**src/rtl/assert_macros.svh**
```systemverilog
// assertion macros used by the decoder sequencing module
`ifndef ASSERT_MACROS_SVH
`define ASSERT_MACROS_SVH
`ifndef SYNTH
`define ASSERT_ALWAYS(lbl, expr, msg) \
  lbl: assert property (@(posedge clk_i) disable iff (!rst_ni) (expr)) else $error(msg);
`define ASSERT_NEXT(lbl, ante, cons, msg) \
  lbl: assert property (@(posedge clk_i) disable iff (!rst_ni) (ante) |=> (cons)) \
    else $error(msg);
`else
`define ASSERT_ALWAYS(lbl, expr, msg)
`define ASSERT_NEXT(lbl, ante, cons, msg)
`endif
`endif

```
**src/rtl/icns_pkg.sv**
```systemverilog
// types, constants and command structs of the plane decoder
package icns_pkg;

  localparam int unsigned MAX_PIXELS  = 1048576;
  localparam int unsigned WORD_BYTES  = 8;
  localparam int unsigned FILL_W      = 21;
  localparam int unsigned PIX_W       = 20;
  localparam int unsigned CNT_W       = 4;
  localparam int unsigned RUN_W       = 8;
  localparam int unsigned PLANE_CNT_W = 3;
  localparam int unsigned PADDR_W     = 3;
  localparam int unsigned DATA_W      = 32;

  localparam logic [RUN_W-1:0]       REP_BIAS    = 8'd125;
  localparam logic [FILL_W-1:0]      PIXEL_RESET = 21'd1024;
  localparam logic [PLANE_CNT_W-1:0] PLANES_RGB  = 3'd3;
  localparam logic [PLANE_CNT_W-1:0] PLANES_ARGB = 3'd4;

  typedef enum logic [0:0] {
    REG_PIXEL_COUNT = 1'b0,
    REG_PLANE_COUNT = 1'b1
  } reg_idx_e;

  typedef enum logic [1:0] {
    PH_CODE    = 2'd0,
    PH_REPEAT  = 2'd1,
    PH_LITERAL = 2'd2,
    PH_STOP    = 2'd3
  } phase_e;

  typedef enum logic [1:0] {
    STAT_DATA  = 2'd0,
    STAT_DONE  = 2'd1,
    STAT_TRUNC = 2'd2
  } status_e;

  typedef enum logic [1:0] {
    KIND_LIT   = 2'd0,
    KIND_REP   = 2'd1,
    KIND_DONE  = 2'd2,
    KIND_TRUNC = 2'd3
  } out_kind_e;

  typedef enum logic [1:0] {
    ST_RUN    = 2'd0,
    ST_REPEAT = 2'd1,
    ST_DONE   = 2'd2,
    ST_TRUNC  = 2'd3
  } state_e;

  typedef struct packed {
    logic [7:0] data_byte;
    logic       first_byte;
    logic       final_byte;
  } in_item_t;

  typedef struct packed {
    logic [1:0]       rgba_lane;
    logic [PIX_W-1:0] first_pixel;
    logic [63:0]      packed_bytes;
    logic [CNT_W-1:0] byte_count;
    logic [1:0]       status;
    logic             end_of_run;
  } out_item_t;

  typedef struct packed {
    logic [FILL_W-1:0]      pixel_count;
    logic [PLANE_CNT_W-1:0] plane_count;
  } cfg_t;

  typedef struct packed {
    logic      load_item;
    logic      step_code;
    logic      step_lit;
    logic      rep_start;
    logic      rep_word;
    logic      end_plane;
    logic      stop;
    logic      out_load;
    out_kind_e out_kind;
    logic      out_last;
  } dp_cmd_t;

  typedef struct packed {
    phase_e phase;
    logic   lit_room;
    logic   lit_end;
    logic   lit_full;
    logic   take_zero;
    logic   rep_last;
    logic   rep_full;
    logic   last_plane;
    logic   final_item;
  } dp_stat_t;

endpackage

```
**src/rtl/icns_cfg.sv**
```systemverilog
// configuration register file behind the apb port
module icns_cfg (
  input  logic                          clk_i,
  input  logic                          rst_ni,
  input  logic                          psel,
  input  logic                          penable,
  input  logic                          pwrite,
  input  logic [icns_pkg::PADDR_W-1:0]  paddr,
  input  logic [icns_pkg::DATA_W-1:0]   pwdata,
  output logic [icns_pkg::DATA_W-1:0]   prdata,
  output logic                          pready,
  output icns_pkg::cfg_t                cfg_o
);

  logic [icns_pkg::FILL_W-1:0]      pixel_count_q, pixel_count_d;
  logic [icns_pkg::PLANE_CNT_W-1:0] plane_count_q, plane_count_d;
  icns_pkg::reg_idx_e               idx;
  logic                             wr;

  assign idx    = icns_pkg::reg_idx_e'(paddr[2]);
  assign wr     = psel && penable && pwrite;
  assign pready = 1'b1;

  always_comb begin
    pixel_count_d = pixel_count_q;
    plane_count_d = plane_count_q;
    prdata        = '0;
    case (idx)
      icns_pkg::REG_PIXEL_COUNT: begin
        prdata = icns_pkg::DATA_W'(pixel_count_q);
        if (wr) begin
          pixel_count_d = pwdata[icns_pkg::FILL_W-1:0];
        end
      end
      icns_pkg::REG_PLANE_COUNT: begin
        prdata = icns_pkg::DATA_W'(plane_count_q);
        if (wr) begin
          plane_count_d = pwdata[icns_pkg::PLANE_CNT_W-1:0];
        end
      end
      default: begin
        prdata = '0;
      end
    endcase
  end

  always_ff @(posedge clk_i or negedge rst_ni) begin
    if (!rst_ni) begin
      pixel_count_q <= icns_pkg::PIXEL_RESET;
      plane_count_q <= icns_pkg::PLANES_ARGB;
    end else begin
      pixel_count_q <= pixel_count_d;
      plane_count_q <= plane_count_d;
    end
  end

  assign cfg_o.pixel_count = pixel_count_q;
  assign cfg_o.plane_count = plane_count_q;

endmodule

```
**src/rtl/icns_dpath.sv**
```systemverilog
// decode state, run counters and output payload register
module icns_dpath (
  input  logic               clk_i,
  input  logic               rst_ni,
  input  icns_pkg::cfg_t     cfg_i,
  input  icns_pkg::in_item_t in_item_i,
  input  icns_pkg::dp_cmd_t  cmd_i,
  output icns_pkg::dp_stat_t stat_o,
  output icns_pkg::out_item_t out_item_o
);

  localparam int unsigned FW = icns_pkg::FILL_W;
  localparam int unsigned RW = icns_pkg::RUN_W;

  icns_pkg::in_item_t  itm_q;
  icns_pkg::out_item_t out_q, out_d;
  icns_pkg::phase_e    phase_q, phase_d, phase_eff;
  logic [1:0]          plane_q, plane_d, plane_eff, lane;
  logic [FW-1:0]       fill_q, fill_d, fill_eff, fill_base, fill_lit, fill_rep;
  logic [FW-1:0]       size, room;
  logic [RW-1:0]       lit_q, lit_d, lit_eff;
  logic [RW-1:0]       rep_q, rep_d, take_q, take_d, take_start;
  logic [icns_pkg::CNT_W-1:0]       cnt;
  logic [icns_pkg::PLANE_CNT_W-1:0] planes;
  logic [63:0]         rep_bytes;
  logic                first, lit_room, last_plane, wr;

  // effective size and plane count
  always_comb begin
    if (cfg_i.pixel_count == '0) begin
      size = FW'(1);
    end else if (cfg_i.pixel_count > FW'(icns_pkg::MAX_PIXELS)) begin
      size = FW'(icns_pkg::MAX_PIXELS);
    end else begin
      size = cfg_i.pixel_count;
    end
  end

  assign planes = (cfg_i.plane_count == icns_pkg::PLANES_RGB) ? icns_pkg::PLANES_RGB
                                                              : icns_pkg::PLANES_ARGB;
  assign lane   = (planes == icns_pkg::PLANES_ARGB) ? plane_q + 2'd3 : plane_q;

  // state as seen by the held item, a new decode clears it
  assign first     = itm_q.first_byte;
  assign plane_eff = first ? 2'd0 : plane_q;
  assign fill_eff  = first ? '0 : fill_q;
  assign phase_eff = first ? icns_pkg::PH_CODE : phase_q;
  assign lit_eff   = first ? '0 : lit_q;

  assign lit_room   = fill_eff < size;
  assign room       = lit_room ? size - fill_eff : '0;
  assign take_start = (FW'(rep_q) < room) ? rep_q : room[RW-1:0];
  assign cnt        = (take_q < RW'(icns_pkg::WORD_BYTES)) ? take_q[icns_pkg::CNT_W-1:0]
                                                           : icns_pkg::CNT_W'(icns_pkg::WORD_BYTES);
  assign fill_lit   = fill_eff + FW'(lit_room);
  assign fill_rep   = fill_q + FW'(cnt);
  assign last_plane = ({1'b0, plane_eff} + 3'd1) >= planes;

  always_comb begin
    rep_bytes = '0;
    for (int j = 0; j < int'(icns_pkg::WORD_BYTES); j++) begin
      if (j < int'(cnt)) begin
        rep_bytes[8*j +: 8] = itm_q.data_byte;
      end
    end
  end

  assign stat_o.phase      = phase_eff;
  assign stat_o.lit_room   = lit_room;
  assign stat_o.lit_end    = lit_eff <= RW'(1);
  assign stat_o.lit_full   = fill_lit >= size;
  assign stat_o.take_zero  = take_start == '0;
  assign stat_o.rep_last   = take_q <= RW'(icns_pkg::WORD_BYTES);
  assign stat_o.rep_full   = fill_rep >= size;
  assign stat_o.last_plane = last_plane;
  assign stat_o.final_item = itm_q.final_byte;

  assign wr = cmd_i.step_code || cmd_i.step_lit || cmd_i.rep_start || cmd_i.rep_word ||
              cmd_i.stop || cmd_i.end_plane;

  always_comb begin
    fill_base = cmd_i.step_lit ? fill_lit : (cmd_i.rep_word ? fill_rep : fill_eff);
    fill_d    = cmd_i.end_plane ? '0 : fill_base;
    plane_d   = plane_eff;
    if (cmd_i.end_plane) begin
      plane_d = last_plane ? 2'd0 : plane_eff + 2'd1;
    end

    phase_d = phase_eff;
    if (cmd_i.step_code) begin
      phase_d = itm_q.data_byte[7] ? icns_pkg::PH_REPEAT : icns_pkg::PH_LITERAL;
    end
    if (cmd_i.step_lit && stat_o.lit_end) begin
      phase_d = icns_pkg::PH_CODE;
    end
    if ((cmd_i.rep_start && stat_o.take_zero) || (cmd_i.rep_word && stat_o.rep_last)) begin
      phase_d = icns_pkg::PH_CODE;
    end
    if ((cmd_i.end_plane && last_plane) || cmd_i.stop) begin
      phase_d = icns_pkg::PH_STOP;
    end

    lit_d = lit_eff;
    rep_d = first ? '0 : rep_q;
    if (cmd_i.step_code) begin
      if (itm_q.data_byte[7]) begin
        rep_d = itm_q.data_byte - icns_pkg::REP_BIAS;
      end else begin
        lit_d = itm_q.data_byte + RW'(1);
      end
    end
    if (cmd_i.step_lit && (lit_eff != '0)) begin
      lit_d = lit_eff - RW'(1);
    end

    take_d = take_q;
    if (cmd_i.rep_start) begin
      take_d = take_start;
    end else if (cmd_i.rep_word) begin
      take_d = take_q - RW'(cnt);
    end
  end

  always_comb begin
    out_d            = '0;
    out_d.end_of_run = cmd_i.out_last;
    case (cmd_i.out_kind)
      icns_pkg::KIND_LIT: begin
        out_d.rgba_lane    = lane;
        out_d.first_pixel  = fill_eff[icns_pkg::PIX_W-1:0];
        out_d.packed_bytes = 64'(itm_q.data_byte);
        out_d.byte_count   = icns_pkg::CNT_W'(1);
        out_d.status       = icns_pkg::STAT_DATA;
      end
      icns_pkg::KIND_REP: begin
        out_d.rgba_lane    = lane;
        out_d.first_pixel  = fill_q[icns_pkg::PIX_W-1:0];
        out_d.packed_bytes = rep_bytes;
        out_d.byte_count   = cnt;
        out_d.status       = icns_pkg::STAT_DATA;
      end
      icns_pkg::KIND_DONE: begin
        out_d.status = icns_pkg::STAT_DONE;
      end
      icns_pkg::KIND_TRUNC: begin
        out_d.status = icns_pkg::STAT_TRUNC;
      end
      default: begin
        out_d.status = icns_pkg::STAT_DATA;
      end
    endcase
  end

  always_ff @(posedge clk_i or negedge rst_ni) begin
    if (!rst_ni) begin
      plane_q <= '0;
      fill_q  <= '0;
      phase_q <= icns_pkg::PH_CODE;
      lit_q   <= '0;
      rep_q   <= '0;
      take_q  <= '0;
    end else if (wr) begin
      plane_q <= plane_d;
      fill_q  <= fill_d;
      phase_q <= phase_d;
      lit_q   <= lit_d;
      rep_q   <= rep_d;
      take_q  <= take_d;
    end
  end

  always_ff @(posedge clk_i) begin
    if (cmd_i.load_item) begin
      itm_q <= in_item_i;
    end
    if (cmd_i.out_load) begin
      out_q <= out_d;
    end
  end

  assign out_item_o = out_q;

endmodule

```
**src/rtl/icns_ctrl.sv**
```systemverilog
// sequencing state machine and handshake control of the decoder
`include "assert_macros.svh"

module icns_ctrl (
  input  logic               clk_i,
  input  logic               rst_ni,
  input  logic               in_valid_i,
  output logic               in_stall_o,
  output logic               out_valid_o,
  input  logic               out_stall_i,
  input  icns_pkg::dp_stat_t stat_i,
  output icns_pkg::dp_cmd_t  cmd_o
);

  icns_pkg::state_e  state_q, state_d;
  icns_pkg::dp_cmd_t cmd;
  logic              itm_v_q, itm_v_d, ov_q, ov_d;
  logic              out_free, consume, lit_close, rep_close, done, trunc;

  assign out_free  = !ov_q || !out_stall_i;
  assign lit_close = stat_i.lit_end && stat_i.lit_full;
  assign rep_close = stat_i.rep_last && stat_i.rep_full;

  always_comb begin
    state_d = state_q;
    cmd     = '0;
    consume = 1'b0;
    done    = 1'b0;
    trunc   = 1'b0;
    case (state_q)
      icns_pkg::ST_RUN: begin
        if (itm_v_q) begin
          case (stat_i.phase)
            icns_pkg::PH_STOP: begin
              consume = 1'b1;
            end
            icns_pkg::PH_CODE: begin
              if (!stat_i.final_item) begin
                cmd.step_code = 1'b1;
                consume       = 1'b1;
              end else if (out_free) begin
                cmd.step_code = 1'b1;
                cmd.stop      = 1'b1;
                cmd.out_load  = 1'b1;
                cmd.out_kind  = icns_pkg::KIND_TRUNC;
                cmd.out_last  = 1'b1;
                consume       = 1'b1;
              end
            end
            icns_pkg::PH_LITERAL: begin
              if (out_free) begin
                cmd.step_lit  = 1'b1;
                cmd.end_plane = lit_close;
                done          = lit_close && stat_i.last_plane;
                trunc         = stat_i.final_item && !done;
                if (stat_i.lit_room) begin
                  cmd.out_load = 1'b1;
                  cmd.out_kind = icns_pkg::KIND_LIT;
                  if (done) begin
                    state_d = icns_pkg::ST_DONE;
                  end else if (trunc) begin
                    state_d = icns_pkg::ST_TRUNC;
                  end else begin
                    cmd.out_last = 1'b1;
                    consume      = 1'b1;
                  end
                end else begin
                  consume = 1'b1;
                  if (done || trunc) begin
                    cmd.out_load = 1'b1;
                    cmd.out_last = 1'b1;
                    cmd.out_kind = done ? icns_pkg::KIND_DONE : icns_pkg::KIND_TRUNC;
                    cmd.stop     = trunc;
                  end
                end
              end
            end
            icns_pkg::PH_REPEAT: begin
              if (!stat_i.take_zero) begin
                cmd.rep_start = 1'b1;
                state_d       = icns_pkg::ST_REPEAT;
              end else if (out_free) begin
                cmd.rep_start = 1'b1;
                cmd.end_plane = 1'b1;
                done          = stat_i.last_plane;
                trunc         = stat_i.final_item && !done;
                consume       = 1'b1;
                if (done || trunc) begin
                  cmd.out_load = 1'b1;
                  cmd.out_last = 1'b1;
                  cmd.out_kind = done ? icns_pkg::KIND_DONE : icns_pkg::KIND_TRUNC;
                  cmd.stop     = trunc;
                end
              end
            end
            default: begin
              consume = 1'b1;
            end
          endcase
        end
      end
      icns_pkg::ST_REPEAT: begin
        if (out_free) begin
          cmd.rep_word  = 1'b1;
          cmd.out_load  = 1'b1;
          cmd.out_kind  = icns_pkg::KIND_REP;
          cmd.end_plane = rep_close;
          done          = rep_close && stat_i.last_plane;
          trunc         = stat_i.final_item && !done;
          if (stat_i.rep_last) begin
            if (done) begin
              state_d = icns_pkg::ST_DONE;
            end else if (trunc) begin
              state_d = icns_pkg::ST_TRUNC;
            end else begin
              cmd.out_last = 1'b1;
              consume      = 1'b1;
              state_d      = icns_pkg::ST_RUN;
            end
          end
        end
      end
      icns_pkg::ST_DONE: begin
        if (out_free) begin
          cmd.out_load = 1'b1;
          cmd.out_kind = icns_pkg::KIND_DONE;
          cmd.out_last = 1'b1;
          consume      = 1'b1;
          state_d      = icns_pkg::ST_RUN;
        end
      end
      icns_pkg::ST_TRUNC: begin
        if (out_free) begin
          cmd.out_load = 1'b1;
          cmd.out_kind = icns_pkg::KIND_TRUNC;
          cmd.out_last = 1'b1;
          cmd.stop     = 1'b1;
          consume      = 1'b1;
          state_d      = icns_pkg::ST_RUN;
        end
      end
      default: begin
        state_d = icns_pkg::ST_RUN;
      end
    endcase

    // item register refills as the held item retires
    in_stall_o    = itm_v_q && !consume;
    cmd.load_item = in_valid_i && !in_stall_o;
    itm_v_d       = cmd.load_item ? 1'b1 : (consume ? 1'b0 : itm_v_q);
    ov_d          = cmd.out_load ? 1'b1 : (out_stall_i ? ov_q : 1'b0);
  end

  always_ff @(posedge clk_i or negedge rst_ni) begin
    if (!rst_ni) begin
      state_q <= icns_pkg::ST_RUN;
      itm_v_q <= 1'b0;
      ov_q    <= 1'b0;
    end else begin
      state_q <= state_d;
      itm_v_q <= itm_v_d;
      ov_q    <= ov_d;
    end
  end

  assign cmd_o       = cmd;
  assign out_valid_o = ov_q;

  `ASSERT_ALWAYS(a_busy_has_item, state_q == icns_pkg::ST_RUN || itm_v_q, "busy without item")
  `ASSERT_ALWAYS(a_load_when_free, !cmd.out_load || out_free, "output overwritten")
  `ASSERT_NEXT(a_done_retires, state_q == icns_pkg::ST_DONE && out_free, state_q == icns_pkg::ST_RUN && ov_q, "completion not given")
  `ASSERT_ALWAYS(a_one_step, $countones({cmd.step_code, cmd.step_lit, cmd.rep_start, cmd.rep_word}) <= 1, "two steps at once")

endmodule

```
**src/rtl/icns_rle_plane_decoder.sv**
```systemverilog
// top level of the icns run-length plane decoder
//
//  channel  | direction | handshake                | payload
//  ---------+-----------+--------------------------+-----------------------
//  input    | in        | in_valid_i / in_stall_o   | in_item_i  (in_item_t)
//  output   | out       | out_valid_o / out_stall_i | out_item_o (out_item_t)
//  config   | in        | psel penable pwrite pready | paddr pwdata prdata
//
//  code bytes and literal bytes are decoded one byte at a time, bytes after a stop are dropped
//  a repeat byte is sized first and then sent as words of up to 8 bytes
//  a completion or truncation status after data is sent as its own output item
//  a one-item input register and the output register part the two sides
//  reset clears decode state and loads pixel_count 1024 and plane_count 4
module icns_rle_plane_decoder (
  input  logic                         clk_i,
  input  logic                         rst_ni,
  input  logic                         in_valid_i,
  output logic                         in_stall_o,
  input  icns_pkg::in_item_t           in_item_i,
  output logic                         out_valid_o,
  input  logic                         out_stall_i,
  output icns_pkg::out_item_t          out_item_o,
  input  logic                         psel,
  input  logic                         penable,
  input  logic                         pwrite,
  input  logic [icns_pkg::PADDR_W-1:0] paddr,
  input  logic [icns_pkg::DATA_W-1:0]  pwdata,
  output logic [icns_pkg::DATA_W-1:0]  prdata,
  output logic                         pready
);

  icns_pkg::cfg_t     cfg;
  icns_pkg::dp_cmd_t  cmd;
  icns_pkg::dp_stat_t stat;

  icns_cfg u_cfg (
    .clk_i   (clk_i),
    .rst_ni  (rst_ni),
    .psel    (psel),
    .penable (penable),
    .pwrite  (pwrite),
    .paddr   (paddr),
    .pwdata  (pwdata),
    .prdata  (prdata),
    .pready  (pready),
    .cfg_o   (cfg)
  );

  icns_ctrl u_ctrl (
    .clk_i       (clk_i),
    .rst_ni      (rst_ni),
    .in_valid_i  (in_valid_i),
    .in_stall_o  (in_stall_o),
    .out_valid_o (out_valid_o),
    .out_stall_i (out_stall_i),
    .stat_i      (stat),
    .cmd_o       (cmd)
  );

  icns_dpath u_dpath (
    .clk_i      (clk_i),
    .rst_ni     (rst_ni),
    .cfg_i      (cfg),
    .in_item_i  (in_item_i),
    .cmd_i      (cmd),
    .stat_o     (stat),
    .out_item_o (out_item_o)
  );

endmodule
```
**config.mk**
```make
export PLATFORM = sky130hd
export DESIGN_NAME = icns_rle_plane_decoder
export DESIGN_NICKNAME = d
export VERILOG_FILES = /design/src/rtl/icns_pkg.sv /design/src/rtl/icns_cfg.sv /design/src/rtl/icns_dpath.sv /design/src/rtl/icns_ctrl.sv /design/src/rtl/icns_rle_plane_decoder.sv
export VERILOG_INCLUDE_DIRS = /design/src /design/src/rtl
export SDC_FILE = /design/constraint.sdc
export NUM_CORES = 1
export LEC_CHECK = 0
export ABC_CLOCK_PERIOD_IN_PS = 11900
export BUFFER_PORTS_ARGS = -buffer_cell sky130_fd_sc_hd__buf_2
export CAP_MARGIN = 0
export CORE_ASPECT_RATIO = 1.5
export CORE_MARGIN = 2
export CORE_UTILIZATION = 30
export DETAILED_ROUTE_END_ITERATION = 8
export SYNTH_ARGS = -nofsm -noshare
export SYNTH_HDL_FRONTEND = slang
export SYNTH_SLANG_ARGS = --single-unit
export TNS_END_PERCENT = 1
```
**constraint.sdc**
```tcl
create_clock -name clk_i -period 11.9 [get_ports clk_i]
set_clock_uncertainty 0.2 [all_clocks]
set_input_delay 2.38 -clock clk_i [delete_from_list [all_inputs] [get_ports clk_i]]
set_output_delay 2.38 -clock clk_i [all_outputs]
set_load 0.05 [all_outputs]
```
### Yosys cells after proc, flatten, opt, wreduce, memory -nomap -nowiden

Cells that the tools add are included.

| storage, ports and cells | value |
|---|---|
| bits in latches | 0 |
| bits of input ports | 52 |
| logic and storage cells | 214 |
| output and inout port bits | 128 |
| memories | 0 |
| register bits | 180 |
| memory bits (writable) | 0 |
| ROM bits | 0 |

| cells by class | value |
|---|---|
| multiplexer cells | 98 |
| bitwise operators | 1 |
| equality and inequality tests | 21 |
| reduce and logical (&&, ||, !) cells | 47 |
| $add $sub $neg | 10 |
| divide/modulo/power cells | 0 |
| $lt $le $gt $ge | 17 |
| shift operators | 0 |
| $mul | 0 |

Operators with widths:

| kind | number |
|---|---|
| case mux 90 bit (2 select lines) | 1 |
| two-way mux 21 bit | 7 |
| two-way mux 8 bit | 18 |
| case mux 32 bit (2 select lines) | 1 |
| two-way mux 2 bit | 22 |
| >= comparator 21 bit | 2 |
| two-way mux 1 bit | 24 |
| two-way mux 6 bit | 4 |
| adder 21 x 1 -> 21 bit | 1 |
| adder 21 x 4 -> 21 bit | 1 |
| > comparator 21 bit, second input constant | 1 |
| zero test 21 bit | 1 |
| less-than comparator 21 bit | 1 |
| less-than comparator 8 x 21 -> 1 bit | 1 |
| subtractor 21 bit | 1 |
| two-way mux 5 bit | 4 |
| logical AND 1 bit | 16 |
| less-than comparator 3 x 4 -> 1 bit, first input constant | 4 |
| two-way mux 4 bit | 4 |
| case mux 4 bit (4 select lines) | 1 |
| case mux 5 bit (3 select lines) | 1 |
| equality test 2 bit, second input constant | 6 |
| case mux 2 bit (3 select lines) | 2 |
| logical OR 1 bit | 10 |
| other kinds (34) | 60 |

### Depth between registers and ports, before layout

| depth | value |
|---|---|
| word-level depth | 22 |
| gate-level depth with buffers | 41 |
| depth with buffers taken out | 38 |

### Hierarchy

From an unflattened synthesis, not the netlist that was laid out.

| second synthesis, totals | value |
|---|---|
| cell total of the unflattened synthesis | 1368 |
| area, all modules | 12543.3 sq um |

Modules (own cells, without submodules):

| module | area an instance (sq um) | times used | sequential area each (sq um) | cells each |
|---|---|---|---|---|
| icns_dpath | 10566.4 | 1 | 4319.1 | 1183 |
| icns_cfg | 1253.7 | 1 | 603.1 | 89 |
| icns_ctrl | 723.2 | 1 | 100.1 | 96 |

### Worst setup path after synthesis

No wires, ideal clock.

| timing | value |
|---|---|
| path type | reg-to-output |
| from | reg u_dpath.itm_q, in the netlist u_dpath.first |
| to | out in_stall_o |
| required time | 9.320 ns |
| arrival time | 7.095 ns |
| cell stages (with the launch flop) | 38 |
| path slack | 2.225 ns |
| buffers on the path | 4 |
| path through | edfxtp_1 clkbuf_1 inv_1 clkbuf_1 clkbuf_1 nand2_1 ha_1 clkbuf_1 nand4_1 or3_1 a211o_1 nand2_1 nand2_1 inv_1 ha_1 nand4_1 nor2_1 and3_1 [... 2 more ...] or3_1 nor3_1 xnor2_1 nor2_1 ha_1 nand4_1 nor4_1 a2111oi_0 a211oi_1 o21ai_0 a21oi_1 nor2_1 inv_1 ha_1 a21oi_1 o2111ai_1 o2111ai_1 inv_1 |

| on the way | value |
|---|---|
| longest elaborated chain between the ends | 17 |
| elaborated cells on any way between the ends | 40 |
| classes of those cells | add/sub: 3; order compare: 5; eq/ne: 3; mux: 18; reduce/logical: 11 |

RTL lines:

| what | RTL line | source |
|---|---|---|
| start: declaration | icns_dpath.sv:15 | `icns_pkg::in_item_t itm_q;` |
| start signal: assignment | icns_dpath.sv:174 | `itm_q <= in_item_i;` |
| two-way mux 21 bit | icns_dpath.sv:46 | `assign fill_eff = first ? '0 : fill_q;` |
| less-than comparator 21 bit | icns_dpath.sv:50 | `assign lit_room = fill_eff < size;` |
| adder 21 x 1 -> 21 bit | icns_dpath.sv:55 | `assign fill_lit = fill_eff + FW'(lit_room);` |
| >= comparator 21 bit | icns_dpath.sv:71 | `assign stat_o.lit_full = fill_lit >= size;` |
| logical AND 1 bit | icns_ctrl.sv:21 | `assign lit_close = stat_i.lit_end && stat_i.lit_full;` |
| logical AND 1 bit | icns_ctrl.sv:54 | `done = lit_close && stat_i.last_plane;` |
| zero test 1 bit | icns_ctrl.sv:55 | `trunc = stat_i.final_item && !done;` |
| logical AND 1 bit | icns_ctrl.sv:55 |  |
| two-way mux 1 bit | icns_ctrl.sv:61 | `end else if (trunc) begin` |
| two-way mux 1 bit | icns_ctrl.sv:59 | `if (done) begin` |
| two-way mux 1 bit | icns_ctrl.sv:56 | `if (stat_i.lit_room) begin` |
| two-way mux 1 bit | icns_ctrl.sv:51 | `if (out_free) begin` |
| case mux 1 bit (4 select lines) | icns_ctrl.sv:33 | `case (stat_i.phase)` |
| two-way mux 1 bit | icns_ctrl.sv:32 | `if (itm_v_q) begin` |
| case mux 1 bit (3 select lines) (*) | icns_ctrl.sv:30 | `case (state_q)` |
| zero test 1 bit (*) | icns_ctrl.sv:148 | `in_stall_o = itm_v_q && !consume;` |
| logical AND 1 bit (*) | icns_ctrl.sv:148 |  |
| end: declaration | icns_rle_plane_decoder.sv:18 | `output logic in_stall_o,` |

Every way passes the cells marked *; elsewhere a longest branch is shown, timed or not.

### Worst setup path after layout

| timing | value |
|---|---|
| from | reg u_cfg.pixel_count_q[20] (netlist name) |
| to | out in_stall_o |

| on the way | value |
|---|---|
| longest elaborated chain between the ends | 19 |
| elaborated cells on any way between the ends | 35 |
| classes of those cells | add/sub: 2; order compare: 5; mux: 16; reduce/logical: 12 |

RTL lines:

| what | RTL line | source |
|---|---|---|
| start: declaration | icns_cfg.sv:15 | `logic [icns_pkg::FILL_W-1:0] pixel_count_q, pixel_count_d;` |
| start signal: assignment | icns_cfg.sv:49 | `pixel_count_q <= icns_pkg::PIXEL_RESET;` |
| start signal: assignment | icns_cfg.sv:52 | `pixel_count_q <= pixel_count_d;` |
| > comparator 21 bit | icns_dpath.sv:32 | `end else if (cfg_i.pixel_count > FW'(icns_pkg::MAX_PIXELS)) begin` |
| two-way mux 21 bit | icns_dpath.sv:32 |  |
| two-way mux 21 bit (*) | icns_dpath.sv:30 | `if (cfg_i.pixel_count == '0) begin` |
| less-than comparator 21 bit | icns_dpath.sv:50 |  |
| adder 21 x 1 -> 21 bit | icns_dpath.sv:55 |  |
| >= comparator 21 bit | icns_dpath.sv:71 |  |
| logical AND 1 bit | icns_ctrl.sv:21 |  |
| logical AND 1 bit | icns_ctrl.sv:54 |  |
| [... 3 more ...] | n/a |  |
| two-way mux 1 bit | icns_ctrl.sv:59 |  |
| two-way mux 1 bit | icns_ctrl.sv:56 |  |
| two-way mux 1 bit | icns_ctrl.sv:51 |  |
| case mux 1 bit (4 select lines) | icns_ctrl.sv:33 |  |
| two-way mux 1 bit | icns_ctrl.sv:32 |  |
| case mux 1 bit (3 select lines) (*) | icns_ctrl.sv:30 |  |
| zero test 1 bit (*) | icns_ctrl.sv:148 |  |
| logical AND 1 bit (*) | icns_ctrl.sv:148 |  |

Marks and branches as above.

==> impl_metrics.py <==
metrics = {
    "routing": {
        "ant_nets": 0,
        "drc": 0,
        "via_per_inst": 5.26,
        "drtIter0Drc": 847,
        "routedWlPerCell_um": 19.2,
        "wirelength_mm": 39.9,
        "vias": 11000,
        "dr.pass1.iters": 6,
    },
    "grt": {
        "track_usage_pct": 18.1,
        "grt_max_degree": 67,
        "antenna_found_initial": 0,
        "grt_pass1_vias": 10800,
        "grt_pass1_wl_mm": 61.1,
        "overflow": 0,
    },
    "setup_path": {
        "critPathCaptureType": "output port",
        "required_ns": 9.32,
        "crit_path_top_delay_cell": "dfrtp_1",
        "worstPathArrival_ns": 8.58,
        "crit_fanout": 7,
        "slowest_delay_ns": 0.58,
        "crit_type": "flop to output port",
        "start_kind": "flop",
        "reg2reg_slack_ns": 2.37,
    },
    "cts": {
        "clk_latency_ns": 0.46,
        "cts_tree": "done",
        "holdBufCountCts": 0,
        "cts_max_level": 4,
        "cts_root_buf": "clkbuf_16",
        "cts_buffer_depth": 2,
        "cts_sinks": 180,
        "cts_buffers": 17,
        "cts.clk_slew.worst_paths_ns": 0.08,
    },
    "hold_path": {
        "worstHoldPathType": "flop to flop",
    },
    "die": {
        "die_h_um": 255,
        "row_count": 92,
        "initial_core_util_pct": 30.2,
        "io_pins": 180,
        "fp.coreArea_mm2": 0.0418,
        "dieWidth_um": 172,
        "die_area_mm2": 0.0438,
    },
    "yosys": {
        "postSynthCellCount": 1389,
        "ys_seq_area_share_pct": 39.7,
        "synthesis.area_mm2": 0.0126,
        "ys_async_sr_fraction_pct": 42.8,
        "yosysTopAreaCell": "edfxtp_1",
        "syn_avg_cell_area_um2": 9.10,
        "yosys.cell_types.count": 76,
        "ys_ff_latch": 180,
        "synth_top_cell_area_share_pct": 24.5,
        "synthTopCellsByCount": "nand2_1, edfxtp_1, nor2_1",
        "yosysWarnings": 0,
        "synth_flop_cell": "edfxtp_1",
        "synth_enable_flop_cells": 103,
        "synth_area_leaders": "edfxtp_1, dfrtp_1, ha_1",
        "synth_most_common_cell": "nand2_1",
    },
    "finish": {
        "num-nets-final": 1659,
        "fillCellCount": 4356,
        "layout-drive-gt1-share_pct": 17.6,
        "num_antenna_cells": 0,
        "areaGrowthSynthToFinish_pct": 15.0,
    },
    "power_and_ir_drop": {
        "power.share.clock_pct": 11.8,
        "seqPwrFrac_pct": 26.1,
        "swShare_pct": 54.0,
        "p_total_w": 0.00476,
        "power.density_mw_per_mm2": 327,
        "intPower_w": 0.00219,
        "p_sw_w": 0.00257,
        "combPwrFrac_pct": 62.1,
        "max-vdd-ir-drop_v": 0.000144,
        "leakagePower_nw": 6.11,
    },
    "sta": {
        "grt_setup_unrepaired": "false",
        "slew_headroom_pct": 18.2,
        "hold_viol": 0,
        "setup_viol": 0,
        "period_needed_ns": 11.16,
        "fmax_mhz": 89.6,
        "maxSlewViolCount": 0,
        "finalSetupTns_ns": 0,
        "tightest_slew_ns": 1.22,
        "timing.hold.ws_ns": 0.333,
        "fin_crit_sh_pct": 93.8,
    },
    "placement": {
        "dp_hpwl_mm": 30.7,
        "port_buffers": 154,
        "gp_congestion": 0.932,
    },
    "status": {
        "status": "finished clean",
    },
    "run": {
        "cap_violations": 0,
    },
}
## cell families after synthesis
family	count (synthesis)	share of synthesized area [%]
simple gates	538	21.2
compound gates	305	15.8
flops	180	39.7
buf+inv	159	5.25
fa+ha+maj	99	9.92
xor+xnor	62	4.30
mux	44	3.79
other cells	2	0.0594
## cell usage in the layout (no fill, tap or decap), types with 62 or more instances in the layout
cell,count
nor3_1,62
nor2_1,101
o21ai_0,68
nand2_1,147
ha_1,95
edfxtp_1,103
dfrtp_1,75
a21oi_1,81
buf_2,153
inv_1,76
## layout make-up
class	count	area (um^2)	share of cell area, %
inverter	77	293	2.01
tap	564	706	4.85
sequential	180	5020	34.6
clock inverter	14	140	0.964
multi-input combinational	1061	7040	48.4
clock buffer	17	425	2.93
timing repair buffer	171	913	6.28
## power groups by stage
stage / sequential [W] / combinational [W] / clock, W
floorplan: 0.00179 / 0.00165 / 0
global placement: 0.00125 / 0.00289 / 0
detailed placement: 0.00126 / 0.00293 / 0
CTS: 0.00124 / 0.00294 / 0.000576
global route: 0.00128 / 0.00322 / 0.000591
finish: 0.00124 / 0.00295 / 0.000561
## critical path, delay by kind of cell (launching register included)
family                   cells  cell delay (ns)
AO/OA/AOI/OAI               10             2.20
adder cells (fa/ha/maj)      4             1.06
AND/OR/NAND/NOR             15             3.05
flip-flops                   1             0.58
buffers and inverters        7             1.07
XOR/XNOR                     1             0.14
## sequential cells by signal, indices dropped and copies added (netlist names)
| name | flops |
|---|---|
| u_ctrl.itm_v_q | 1 |
| u_ctrl.state_q | 2 |
| u_dpath.stat_o | 1 |
| u_dpath.itm_q | 8 |
| u_dpath.plane_q | 2 |
| u_dpath.first | 1 |
| u_dpath.phase_q | 2 |
| u_dpath.take_q | 8 |
| u_dpath.rep_q | 8 |
| u_dpath.lit_q | 8 |
| u_cfg.plane_count_q | 3 |
| u_cfg.pixel_count_q | 21 |
| u_ctrl.out_valid_o | 1 |
| u_dpath.out_item_o | 93 |
| u_dpath.fill_q | 21 |
## per-layer routing
layer	vias up	routed length [um]	GRT usage, %	part of all wire (%)
li1	5264	-	-	-
met1	5238	15100	19.8	38
met2	358	21000	33.4	53
met3	99	1760	2.51	4.4
met4	0	2050	9.35	5.1
met5	-	0	0	0
## repair_timing
item | 4_1_cts | 5_1_grt
setup endpoints to repair | 0 | 1
gates resized for setup | 0 | 11
buffers inserted | 0 | 3
## path summary, 6_finish.rpt
kind / startpoint / endpoint / cells past startpoint
setup / recovery: u_cfg.pixel_count_q[20] / in_stall_o / 37
setup reg to reg: u_cfg.pixel_count_q[20] / u_dpath.out_item_o[53] / 34
max in group asynchronous: rst_ni / u_ctrl.state_q[0] / 2
hold / removal: u_dpath.phase_q[0] / u_dpath.phase_q[0] / 1
hold reg to reg: u_dpath.phase_q[0] / u_dpath.phase_q[0] / 1
min in group asynchronous: rst_ni / u_cfg.plane_count_q[0] / 1
## stage by stage
step	utilization, %	setup WS [ns]	instances	cell area, um^2
2_1_floorplan	-	2.23	1400	12700
3_3_place_gp	33.3	0.813	2050	13900
3_5_place_dp	33.3	0.813	2050	13900
4_1_cts	34.6	0.265	2081	14500
5_1_grt	34.8	0.0478	2084	14500
6_report	34.8	0.737	2084	14500
Power figures use the tool's default switching activity.
